**src/point_bounding_box_centroid_unit_assert.svh**
```systemverilog
// Assertion helpers, clocked on clk and disabled while arst_n is low.
`ifndef POINT_BOUNDING_BOX_CENTROID_UNIT_ASSERT_SVH
`define POINT_BOUNDING_BOX_CENTROID_UNIT_ASSERT_SVH

// Same-cycle implication.
`define PBBC_ASSERT_IMP(lbl, ante, cons, msg) \
	lbl: assert property (@(posedge clk) disable iff (!arst_n) (ante) |-> (cons)) \
		else $error(msg);

// Next-cycle implication.
`define PBBC_ASSERT_NEXT(lbl, ante, cons, msg) \
	lbl: assert property (@(posedge clk) disable iff (!arst_n) (ante) |=> (cons)) \
		else $error(msg);

`endif

```
**src/pbbc_pkg.sv**
```systemverilog
`default_nettype none

package pbbc_pkg;

	localparam int MAX_POINTS_DEF  = 65536;
	localparam int COORD_WIDTH_DEF = 32;
	localparam int TOTAL_W         = 17;
	// sums are held in at most this many bits and wrap beyond it
	localparam int SUM_MAX_W       = 64;

	typedef struct packed {
		logic accum;     // point transfer: update extremes, sum, count
		logic div_load;  // load dividers from the running sums
		logic div_step;  // one quotient bit per divider
		logic out_load;  // capture result, rearm the count
	} cmd_t;

endpackage

`default_nettype wire

```
**src/point_bounding_box_centroid_unit.sv**
```systemverilog
// Channel   Handshake             Payload
// points    in_valid / in_ready   x_coord, y_coord, z_coord, last_point
// result    out_valid / out_ready mean_x..z, lowest/highest_x..z, point_total,
//                                 count_overflow
//
// Points are taken one per cycle. After the last point of a cloud, input stalls while
// the controller runs a load step, SUM_W steps of the three bit-serial dividers and a
// step that writes the result register.
// If the previous result is still waiting at that point, the block holds until it is taken.
// Reset clears the controller, the point count and its overflow flag only; no clearing pass is needed.
`default_nettype none

module point_bounding_box_centroid_unit #(
	parameter int MAX_POINTS  = pbbc_pkg::MAX_POINTS_DEF,
	parameter int COORD_WIDTH = pbbc_pkg::COORD_WIDTH_DEF
) (
	input  wire logic                          clk,
	input  wire logic                          arst_n,
	input  wire logic                          in_valid,
	output logic                               in_ready,
	input  wire logic signed [COORD_WIDTH-1:0] x_coord,
	input  wire logic signed [COORD_WIDTH-1:0] y_coord,
	input  wire logic signed [COORD_WIDTH-1:0] z_coord,
	input  wire logic                          last_point,
	output logic                               out_valid,
	input  wire logic                          out_ready,
	output logic signed [COORD_WIDTH-1:0]      mean_x,
	output logic signed [COORD_WIDTH-1:0]      mean_y,
	output logic signed [COORD_WIDTH-1:0]      mean_z,
	output logic signed [COORD_WIDTH-1:0]      lowest_x,
	output logic signed [COORD_WIDTH-1:0]      highest_x,
	output logic signed [COORD_WIDTH-1:0]      lowest_y,
	output logic signed [COORD_WIDTH-1:0]      highest_y,
	output logic signed [COORD_WIDTH-1:0]      lowest_z,
	output logic signed [COORD_WIDTH-1:0]      highest_z,
	output logic [pbbc_pkg::TOTAL_W-1:0]       point_total,
	output logic                               count_overflow
);

	localparam int CNT_W   = $clog2(MAX_POINTS + 1);
	localparam int SUM_RAW = COORD_WIDTH + CNT_W;
	localparam int SUM_W   = (SUM_RAW > pbbc_pkg::SUM_MAX_W) ? pbbc_pkg::SUM_MAX_W : SUM_RAW;

	pbbc_pkg::cmd_t cmd;

	pbbc_ctrl #(
		.SUM_W(SUM_W)
	) u_ctrl (
		.clk       (clk),
		.arst_n    (arst_n),
		.in_valid  (in_valid),
		.last_point(last_point),
		.out_ready (out_ready),
		.in_ready  (in_ready),
		.out_valid (out_valid),
		.cmd       (cmd)
	);

	pbbc_dp #(
		.MAX_POINTS (MAX_POINTS),
		.COORD_WIDTH(COORD_WIDTH),
		.CNT_W      (CNT_W),
		.SUM_W      (SUM_W)
	) u_dp (
		.clk           (clk),
		.arst_n        (arst_n),
		.cmd           (cmd),
		.x_coord       (x_coord),
		.y_coord       (y_coord),
		.z_coord       (z_coord),
		.mean_x        (mean_x),
		.mean_y        (mean_y),
		.mean_z        (mean_z),
		.lowest_x      (lowest_x),
		.highest_x     (highest_x),
		.lowest_y      (lowest_y),
		.highest_y     (highest_y),
		.lowest_z      (lowest_z),
		.highest_z     (highest_z),
		.point_total   (point_total),
		.count_overflow(count_overflow)
	);

`include "point_bounding_box_centroid_unit_assert.svh"

	`PBBC_ASSERT_NEXT(a_stall_after_last, in_valid && in_ready && last_point, !in_ready, "point taken right after last point")
	`PBBC_ASSERT_IMP(a_result_after_divide, $rose(out_valid), $past(!in_ready), "result appeared without a divide")
	`PBBC_ASSERT_IMP(a_box_ordered, $rose(out_valid), (lowest_x <= highest_x) && (lowest_y <= highest_y) && (lowest_z <= highest_z), "bounding box inverted")

endmodule

`default_nettype wire

```
**src/pbbc_div.sv**
```systemverilog
`default_nettype none

// Restoring divider, one quotient bit per step: mean = sum / divisor, toward zero.
module pbbc_div #(
	parameter int SUM_W       = 49,
	parameter int CNT_W       = 17,
	parameter int COORD_WIDTH = 32
) (
	input  wire logic                   clk,
	input  wire logic                   load,
	input  wire logic                   step,
	input  wire logic [SUM_W-1:0]       sum,
	input  wire logic [CNT_W-1:0]       divisor,
	output logic      [COORD_WIDTH-1:0] mean
);

	logic                   neg_q;
	logic [SUM_W-1:0]       quo_q;
	logic [CNT_W-1:0]       rem_q;
	logic [CNT_W:0]         trial;
	logic                   take;
	logic [COORD_WIDTH-1:0] mag;

	assign trial = {rem_q, quo_q[SUM_W-1]};
	assign take  = trial >= {1'b0, divisor};
	assign mag   = quo_q[COORD_WIDTH-1:0];
	assign mean  = neg_q ? (~mag + COORD_WIDTH'(1)) : mag;

	always_ff @(posedge clk) begin
		if (load) begin
			neg_q <= sum[SUM_W-1];
			// magnitude of the most negative sum is still correct as unsigned
			quo_q <= sum[SUM_W-1] ? (~sum + SUM_W'(1)) : sum;
			rem_q <= '0;
		end else if (step) begin
			quo_q <= {quo_q[SUM_W-2:0], take};
			rem_q <= take ? CNT_W'(trial - {1'b0, divisor}) : trial[CNT_W-1:0];
		end
	end

endmodule

`default_nettype wire

```
**src/pbbc_ctrl.sv**
```systemverilog
`default_nettype none

module pbbc_ctrl #(
	parameter int SUM_W = 49
) (
	input  wire logic            clk,
	input  wire logic            arst_n,
	input  wire logic            in_valid,
	input  wire logic            last_point,
	input  wire logic            out_ready,
	output logic                 in_ready,
	output logic                 out_valid,
	output pbbc_pkg::cmd_t       cmd
);

	localparam int STEP_W = $clog2(SUM_W);
	localparam logic [STEP_W-1:0] LAST_STEP = STEP_W'(SUM_W - 1);

	typedef enum logic [3:0] {
		ST_ACCUM  = 4'b0001,
		ST_LOAD   = 4'b0010,
		ST_DIV    = 4'b0100,
		ST_FINISH = 4'b1000
	} state_t;

	state_t              state_q, state_d;
	logic [STEP_W-1:0]   step_q;
	logic                out_valid_q;
	logic                rdy;

	assign in_ready  = rdy;
	assign out_valid = out_valid_q;

	always_comb begin
		state_d = state_q;
		cmd     = '0;
		rdy     = 1'b0;
		case (state_q)
			ST_ACCUM: begin
				rdy = 1'b1;
				if (in_valid) begin
					cmd.accum = 1'b1;
					if (last_point) state_d = ST_LOAD;
				end
			end
			ST_LOAD: begin
				cmd.div_load = 1'b1;
				state_d      = ST_DIV;
			end
			ST_DIV: begin
				cmd.div_step = 1'b1;
				if (step_q == LAST_STEP) state_d = ST_FINISH;
			end
			ST_FINISH: begin
				// output register free or being emptied this cycle
				if (!out_valid_q || out_ready) begin
					cmd.out_load = 1'b1;
					state_d      = ST_ACCUM;
				end
			end
			default: state_d = ST_ACCUM;
		endcase
	end

	always_ff @(posedge clk or negedge arst_n) begin
		if (!arst_n) begin
			state_q     <= ST_ACCUM;
			step_q      <= '0;
			out_valid_q <= 1'b0;
		end else begin
			state_q <= state_d;
			if (cmd.div_load) step_q <= '0;
			else if (cmd.div_step) step_q <= step_q + STEP_W'(1);
			if (cmd.out_load) out_valid_q <= 1'b1;
			else if (out_ready) out_valid_q <= 1'b0;
		end
	end

endmodule

`default_nettype wire

```
**src/pbbc_dp.sv**
```systemverilog
`default_nettype none

module pbbc_dp #(
	parameter int MAX_POINTS  = 65536,
	parameter int COORD_WIDTH = 32,
	parameter int CNT_W       = 17,
	parameter int SUM_W       = 49
) (
	input  wire logic                          clk,
	input  wire logic                          arst_n,
	input  wire pbbc_pkg::cmd_t                cmd,
	input  wire logic signed [COORD_WIDTH-1:0] x_coord,
	input  wire logic signed [COORD_WIDTH-1:0] y_coord,
	input  wire logic signed [COORD_WIDTH-1:0] z_coord,
	output logic signed [COORD_WIDTH-1:0]      mean_x,
	output logic signed [COORD_WIDTH-1:0]      mean_y,
	output logic signed [COORD_WIDTH-1:0]      mean_z,
	output logic signed [COORD_WIDTH-1:0]      lowest_x,
	output logic signed [COORD_WIDTH-1:0]      highest_x,
	output logic signed [COORD_WIDTH-1:0]      lowest_y,
	output logic signed [COORD_WIDTH-1:0]      highest_y,
	output logic signed [COORD_WIDTH-1:0]      lowest_z,
	output logic signed [COORD_WIDTH-1:0]      highest_z,
	output logic [pbbc_pkg::TOTAL_W-1:0]       point_total,
	output logic                               count_overflow
);

	localparam int TW = pbbc_pkg::TOTAL_W;
	localparam logic [CNT_W-1:0] CNT_MAX = CNT_W'(MAX_POINTS);

	logic signed [COORD_WIDTH-1:0] coord [3];
	logic signed [COORD_WIDTH-1:0] min_q [3];
	logic signed [COORD_WIDTH-1:0] max_q [3];
	logic signed [SUM_W-1:0]       sum_q [3];
	logic        [COORD_WIDTH-1:0] mean_w [3];
	logic signed [COORD_WIDTH-1:0] mean_q [3];
	logic signed [COORD_WIDTH-1:0] low_q [3];
	logic signed [COORD_WIDTH-1:0] high_q [3];

	logic [CNT_W-1:0] cnt_q;
	logic             ovf_q;
	logic [TW-1:0]    total_q;
	logic             ovf_out_q;
	logic             first;
	logic             room;

	assign coord[0] = x_coord;
	assign coord[1] = y_coord;
	assign coord[2] = z_coord;

	// a zero count means the next point opens a cloud
	assign first = cnt_q == '0;
	assign room  = cnt_q < CNT_MAX;

	always_ff @(posedge clk or negedge arst_n) begin
		if (!arst_n) begin
			cnt_q <= '0;
			ovf_q <= 1'b0;
		end else if (cmd.out_load) begin
			cnt_q <= '0;
			ovf_q <= 1'b0;
		end else if (cmd.accum) begin
			if (first) begin
				cnt_q <= CNT_W'(1);
				ovf_q <= 1'b0;
			end else if (room) begin
				cnt_q <= cnt_q + CNT_W'(1);
			end else begin
				ovf_q <= 1'b1;
			end
		end
	end

	for (genvar a = 0; a < 3; a++) begin : g_axis
		always_ff @(posedge clk) begin
			if (cmd.accum) begin
				if (first) begin
					min_q[a] <= coord[a];
					max_q[a] <= coord[a];
					sum_q[a] <= SUM_W'(coord[a]);
				end else begin
					if (coord[a] < min_q[a]) min_q[a] <= coord[a];
					if (coord[a] > max_q[a]) max_q[a] <= coord[a];
					// points past the bound still widen the box
					if (room) sum_q[a] <= sum_q[a] + SUM_W'(coord[a]);
				end
			end
		end

		pbbc_div #(
			.SUM_W      (SUM_W),
			.CNT_W      (CNT_W),
			.COORD_WIDTH(COORD_WIDTH)
		) u_div (
			.clk    (clk),
			.load   (cmd.div_load),
			.step   (cmd.div_step),
			.sum    (sum_q[a]),
			.divisor(cnt_q),
			.mean   (mean_w[a])
		);

		always_ff @(posedge clk) begin
			if (cmd.out_load) begin
				mean_q[a] <= mean_w[a];
				low_q[a]  <= min_q[a];
				high_q[a] <= max_q[a];
			end
		end
	end

	always_ff @(posedge clk) begin
		if (cmd.out_load) begin
			total_q   <= TW'(cnt_q);
			ovf_out_q <= ovf_q;
		end
	end

	assign mean_x         = mean_q[0];
	assign mean_y         = mean_q[1];
	assign mean_z         = mean_q[2];
	assign lowest_x       = low_q[0];
	assign highest_x      = high_q[0];
	assign lowest_y       = low_q[1];
	assign highest_y      = high_q[1];
	assign lowest_z       = low_q[2];
	assign highest_z      = high_q[2];
	assign point_total    = total_q;
	assign count_overflow = ovf_out_q;

endmodule

`default_nettype wire
```
**config.mk**
```make
export PLATFORM = sky130hd
export DESIGN_NAME = point_bounding_box_centroid_unit
export DESIGN_NICKNAME = d
export VERILOG_FILES = /design/src/pbbc_pkg.sv /design/src/point_bounding_box_centroid_unit.sv /design/src/pbbc_div.sv /design/src/pbbc_ctrl.sv /design/src/pbbc_dp.sv
export VERILOG_INCLUDE_DIRS = /design/src /design/src/src
export SDC_FILE = /design/constraint.sdc
export NUM_CORES = 2
export LEC_CHECK = 0
export ABC_AREA = 1
export ABC_CLOCK_PERIOD_IN_PS = 21800
export BUFFER_PORTS_ARGS = -buffer_cell sky130_fd_sc_hd__buf_4
export CAP_MARGIN = 20
export CORE_MARGIN = 2
export CORE_UTILIZATION = 35
export DETAILED_ROUTE_END_ITERATION = 6
export SLEW_MARGIN = 5
export SYNTH_ARGS = -nofsm -noshare
export SYNTH_HDL_FRONTEND = slang
export SYNTH_HIERARCHICAL = 1
export SYNTH_SLANG_ARGS = --single-unit
```
**constraint.sdc**
```tcl
create_clock -name clk -period 21.8 [get_ports clk]
set_clock_uncertainty 0.15 [all_clocks]
set_input_delay 3.27 -clock clk [delete_from_list [all_inputs] [get_ports clk]]
set_output_delay 3.27 -clock clk [all_outputs]
set_load 0.02 [all_outputs]
```
Yosys cells after proc, flatten, opt, wreduce, memory -nomap -nowiden. Memories as Yosys holds them, arrays and structs flattened. Cells that the tools add are included. W data, S select, Z words.

Add/subtract/negate cells: 14. Order comparisons: 10. Equal/unequal tests: 10. Muxes and demuxes: 81. Bitwise operators: 15. Reduce and logical (&&, ||, !) cells: 10.

Operators with widths (number): $mux W49 (12); $mux W32 (9); $add A49 B1 Y49 const B (3); $add A49 B32 Y49 (3); $not A49 Y49 (3); $mux W17 (7); $add A32 B1 Y32 const B (3); $gt A32 B32 Y1 (3); $lt A32 B32 Y1 (3); $not A32 Y32 (3); $ge A18 B17 Y1 (3); $sub A17 B17 Y17 (3); $mux W1 (46); $add A17 B1 Y17 const B (1); $logic_not A17 Y1 (1); $lt A17 B17 Y1 const B (1); $mux W4 (4); $pmux W4 S4 (1); $mux W6 (2); $or A1 B1 Y1 (9); $add A6 B1 Y6 const B (1); $eq A6 B6 Y1 const B (1); $reduce_bool A2 Y1 (3); $eq A4 B1 Y1 const B (1); other kinds (11) (14).

Flip-flop bits (word level): 248. Memory bits (writable): 627. Bits of input ports: 101. Output and inout bits: 308. Logic and storage cells: 162. Memories kept: 6.

Memory list: u_dp.sum_q (words 3, width 49, rd ports 3, clocked after Yosys merged registers in 0, write ports 3, line pbbc_dp.sv:34) `logic signed [SUM_W-1:0] sum_q [3];`; u_dp.high_q (words 3, width 32, rd ports 3, clocked after Yosys merged registers in 0, write ports 3, line pbbc_dp.sv:38) `logic signed [COORD_WIDTH-1:0] high_q [3];`; u_dp.low_q (words 3, width 32, rd ports 3, clocked after Yosys merged registers in 0, write ports 3, line pbbc_dp.sv:37) `logic signed [COORD_WIDTH-1:0] low_q [3];`; u_dp.max_q (words 3, width 32, rd ports 3, clocked after Yosys merged registers in 0, write ports 3, line pbbc_dp.sv:33) `logic signed [COORD_WIDTH-1:0] max_q [3];`; u_dp.mean_q (words 3, width 32, rd ports 3, clocked after Yosys merged registers in 0, write ports 3, line pbbc_dp.sv:36) `logic signed [COORD_WIDTH-1:0] mean_q [3];`; u_dp.min_q (words 3, width 32, rd ports 3, clocked after Yosys merged registers in 0, write ports 3, line pbbc_dp.sv:32) `logic signed [COORD_WIDTH-1:0] min_q [3];`.

Depth between registers and ports, before layout.
Depth in word-level cells: 6. Mapped depth: 15. Gate-level depth less buffers: 15.

Modules after synthesis. The synthesis kept the hierarchy.

By module, submodules not included: pbbc_dp (times used 1, cells an instance 4299, area each 38190.4 sq um, sequential area each 19819.0 sq um); pbbc_div at u_dp.g_axis[0].u_div ... (times used 2, cells an instance 1046, area each 6595.1 sq um, sequential area each 1841.8 sq um); pbbc_div at u_dp.g_axis[2].u_div (times used 1, cells an instance 1034, area each 6458.7 sq um, sequential area each 1841.8 sq um); pbbc_ctrl (times used 1, cells an instance 84, area each 696.9 sq um, sequential area each 276.5 sq um).

Least setup slack after synthesis. OpenSTA, ideal clock, no wires.

Path kind: input -> register. Start: in out_ready. End: reg u_dp.cnt_q[4]. Setup time: 0.150 ns. Data arrival time: 18.602 ns. Required time: 21.500 ns. Setup slack: 2.897 ns. Stages on the path: 6. Path buffers: 1. Cell sequence: nor2_1 > nor2_1 > inv_1 > nand2_1 > buf_2 > a211oi_1.

RTL lines: from (decl) (line point_bounding_box_centroid_unit.sv:26) `input wire logic out_ready,`; to (signal assigned) (line pbbc_dp.sv:67) `cnt_q <= cnt_q + CNT_W'(1);`; to (decl) (line pbbc_dp.sv:40) `logic [CNT_W-1:0] cnt_q;`.

==> flow_metrics.env <==
export IMPL_grt_pass1_vias=48500
export IMPL_die_w_um=413
export IMPL_synth_edff_count=795
export IMPL_synth_avg_cell_area_um2=7.80
export IMPL_max_stage_delay_ns=0.78
export IMPL_cp_max_fo=61
export IMPL_critPathLaunch="out_ready"
export IMPL_synthCells=7509
export IMPL_cts_path_max_buffers=3
export IMPL_dp_cells=10000
export IMPL_path_class="in -> reg"
export IMPL_cp_num_cells=8
export IMPL_design_area_um2=67600
export IMPL_drive_gt1_frac=0.0929
export IMPL_ys_ff_latch=875
export IMPL_antenna_found_initial=10
export IMPL_hold_violations=0
export IMPL_die_h_um=413
export IMPL_wire_per_inst_um=18.3
export IMPL_end_kind="flip-flop"
export IMPL_overflow=0
export IMPL_pin_count=409
export IMPL_drv_cap=0
export IMPL_clock_sinks=875
export IMPL_dp_hpwl_um=145000
export IMPL_synthesis_area_um2=58500
export IMPL_power_frac_comb=0.405
export IMPL_holdBufCountCts=0
export IMPL_initialDrtViolationCount=4237
export IMPL_multiInputGateArea_um2=27800
export IMPL_tns_ns=0
export IMPL_fmax_mhz=146
export IMPL_r2r_start="u_ctrl/state_q[1]"
export IMPL_cpMostUsedCell="buf_4"
export IMPL_placed_area_um2=64000
export IMPL_violations="design-rule violations"
export IMPL_grt_max_degree=150
export IMPL_antenna_cells=0
export IMPL_die_area_um2=171000
export IMPL_synth_largest_area_cell="edfxtp_1"
export IMPL_total_power_mw=7.13
export IMPL_cts_tree="yes"
export IMPL_ys_seq_area_frac=0.438
export IMPL_grt_util_all_layers=0.215
export IMPL_path_clk_slew_ns=0.06
export IMPL_post_cts_resized=0
export IMPL_cp_num_buf_inv=6
export IMPL_p_leak_nw=31.4
export IMPL_post_cts_buffers=0
export IMPL_crit_path_start_kind="input pin"
export IMPL_gp_congestion=0.957
export IMPL_crit_end="u_dp/mean_q[0][44]"
export IMPL_layout_cells_non_filler=10200
export IMPL_portBuffers=408
export IMPL_synth_top_area_share=0.408
export IMPL_ys_warn_count=6
export IMPL_tightest_slew_ns=1.38
export IMPL_rows=150
export IMPL_initial_core_util=0.351
export IMPL_timing_rr_end="u_dp/mean_q[0][44]"
export IMPL_firstDrtPassIters=7
export IMPL_p_sw_mw=2.94
export IMPL_pwr_share_seq=0.333
export IMPL_rrSetupSlack_ns=16.88
export IMPL_crit_family="buffers and inverters"
export IMPL_hold_path_class="reg -> reg"
export IMPL_rsz0062_at_grt="no"
export IMPL_async_flop_share=0.0331
export IMPL_ys_types=65
export IMPL_status="complete, but fails checks"
export IMPL_ir_worst_vdd_mv=0.0823
export IMPL_grt_pass1_wl_um=283000
export IMPL_period_share=0.314
export IMPL_insertion_delay_ns=0.78
export IMPL_crit_chain="buf_4 -> nor2_1 -> nor2_4 -> buf_4 -> buf_4 -> buf_4 -> buf_4 -> buf_4"
export IMPL_drc=1
export IMPL_p_clk_frac=0.262
export IMPL_ys_top_cells_by_area="edfxtp_1 41%, nand2_1 15%, ha_1 8.4%"
export IMPL_htree_levels=3
export IMPL_cts_buffers=105
export IMPL_syn_to_final_growth_pct=15.6
export IMPL_slew_viol_final=0
export IMPL_switching_share=0.412
export IMPL_regArea_um2=25600
export IMPL_coreArea_um2=167000
export IMPL_whs_ns=0.289
export IMPL_power_density_nw_per_um2=105
export IMPL_cp_data_required_time_ns=22.02
export IMPL_reg2regPathDepth=8
export IMPL_cts_root_buf="clkbuf_16"
export IMPL_synth_net_count=8010
export IMPL_synth_flop_cell="edfxtp_1"
export IMPL_period_minus_slack_ns=6.84
export IMPL_vias=50900
export IMPL_arrival_ns=7.06
export IMPL_nets=8445
export IMPL_slew_headroom=0.0771
export IMPL_final_setup_viol_count=0
export IMPL_ant_nets=0
export IMPL_fillCellCount=17100
export IMPL_p_int_mw=4.19
export IMPL_wl_um=187000
export IMPL_cp_slowest_cell="buf_4"
export IMPL_via_per_inst=4.97
-- power by group through the flow --
stage	sequential [mW]	combinational (mW)	clock [mW]
6_report	2.38	2.89	1.87
5_1_grt	2.40	3.29	1.98
4_1_cts	2.37	2.88	1.92
3_5_place_dp	2.41	2.87	0
3_3_place_gp	2.40	2.83	0
2_1_floorplan	2.29	2.26	0
-- kinds of logic after synthesis --
| logic type | synth area share |
|---|---|
| AND/OR/NAND/NOR | 0.293 |
| adder cells (fa/ha/maj) | 0.0863 |
| XOR/XNOR | 0.0322 |
| flip-flops | 0.438 |
| AO/OA/AOI/OAI | 0.0635 |
| buffers and inverters | 0.0873 |
-- metrics by stage --
step / setup WS [ns] / utilization
3_5_place_dp: 14.18 / 0.384
4_1_cts: 15.00 / 0.406
3_3_place_gp: 14.27 / 0.384
6_report: 14.96 / 0.406
2_1_floorplan: 2.90 / -
5_1_grt: 14.73 / 0.406
-- flip-flops by register name (all words and copies together) (netlist names) --
signal,cells
u_ctrl/out_valid,1
u_ctrl/state_q,4
u_ctrl/step_q,6
u_dp/cnt_q,17
u_dp/count_overflow,1
u_dp/g_axis.u_div/neg_q,3
u_dp/g_axis.u_div/quo_q,147
u_dp/g_axis.u_div/rem_q,51
u_dp/high_q,96
u_dp/low_q,96
u_dp/max_q,96
u_dp/mean_q,96
u_dp/min_q,96
u_dp/ovf_q,1
u_dp/point_total,17
u_dp/sum_q,147
-- synthesized netlist by cell type (4+ instances only) --
cell type	count
nor3_1	80
nor4_1	15
dfxtp_1	51
xor2_1	109
a21o_1	6
nand2_1	2343
nand2_2	18
nor2_4	11
buf_2	29
and2_1	10
o21ai_1	15
inv_1	1176
o21a_1	11
edfxtp_1	795
nand3_2	22
dfrtp_1	28
or2_0	4
clkbuf_1	40
nand3_1	593
fa_1	6
o21bai_1	26
nor3_2	5
a31oi_1	13
or2_2	11
buf_1	11
inv_2	8
nor2_2	23
o22ai_1	6
nor2_1	685
clkbuf_2	5
buf_4	14
nand2_4	10
xnor2_1	106
o21ai_0	299
nand4_1	130
a21oi_1	284
nand3b_1	46
o211ai_1	9
o21ai_2	7
buf_6	11
ha_1	394
-- per-layer routing --
metal,wire [µm],global-route usage,vias up
met5,28,0,-
met4,4710,0.0597,6
met3,11000,0.0294,265
met2,87000,0.357,1398
met1,84100,0.291,23800
li1,-,-,25400
-- layout make-up --
class                   instances  share of cell area
clock buffers                 121              0.0404
clock inverters                72              0.0133
inverters                    1188              0.0660
multi-input cells            5333               0.411
flip-flops and latches        875               0.379
well taps                    2204              0.0408
repair buffers                441              0.0495
-- worst min-delay path by stage --
| stage | start | end | slack [ns] | cells past startpoint |
|---|---|---|---|---|
| 2_1_floorplan | u_dp/ovf_q | u_dp/count_overflow | 0.28 | 0 |
| 3_3_place_gp | u_dp/min_q[1][14] | u_dp/low_q[0][46] | 0.28 | 0 |
| 3_5_place_dp | u_dp/min_q[1][21] | u_dp/low_q[0][53] | 0.28 | 0 |
| 4_1_cts | u_dp/max_q[2][16] | u_dp/high_q[0][80] | 0.29 | 0 |
| 5_1_grt | u_dp/max_q[2][12] | u_dp/high_q[0][76] | 0.30 | 0 |
| 6_report | u_dp/max_q[2][29] | u_dp/high_q[0][93] | 0.29 | 0 |
-- cell usage in the layout, fill, tap and decap left out, types with 8 or more instances in the layout --
cell / count
clkinvlp_4: 8
xor2_1: 109
inv_2: 10
edfxtp_1: 795
dfxtp_1: 51
o211ai_1: 9
o21bai_1: 26
a31oi_1: 13
nand3_1: 593
inv_1: 1172
nor2_4: 12
o21a_1: 11
nor2_2: 24
nand4_1: 130
nand2_2: 19
clkbuf_1: 14
nand3b_1: 46
nand3_2: 22
ha_1: 394
buf_4: 438
xnor2_1: 106
nand2_1: 2342
nand2_4: 9
o21ai_1: 15
nor4_1: 15
nor2_1: 683
dfrtp_1: 28
or2_2: 11
o21ai_0: 299
clkinv_2: 22
nor3_1: 80
clkbuf_16: 107
a21oi_1: 284
bufinv_16: 15
and2_1: 10
clkinv_1: 16
Note: power is estimated with default switching activity, not from simulation.
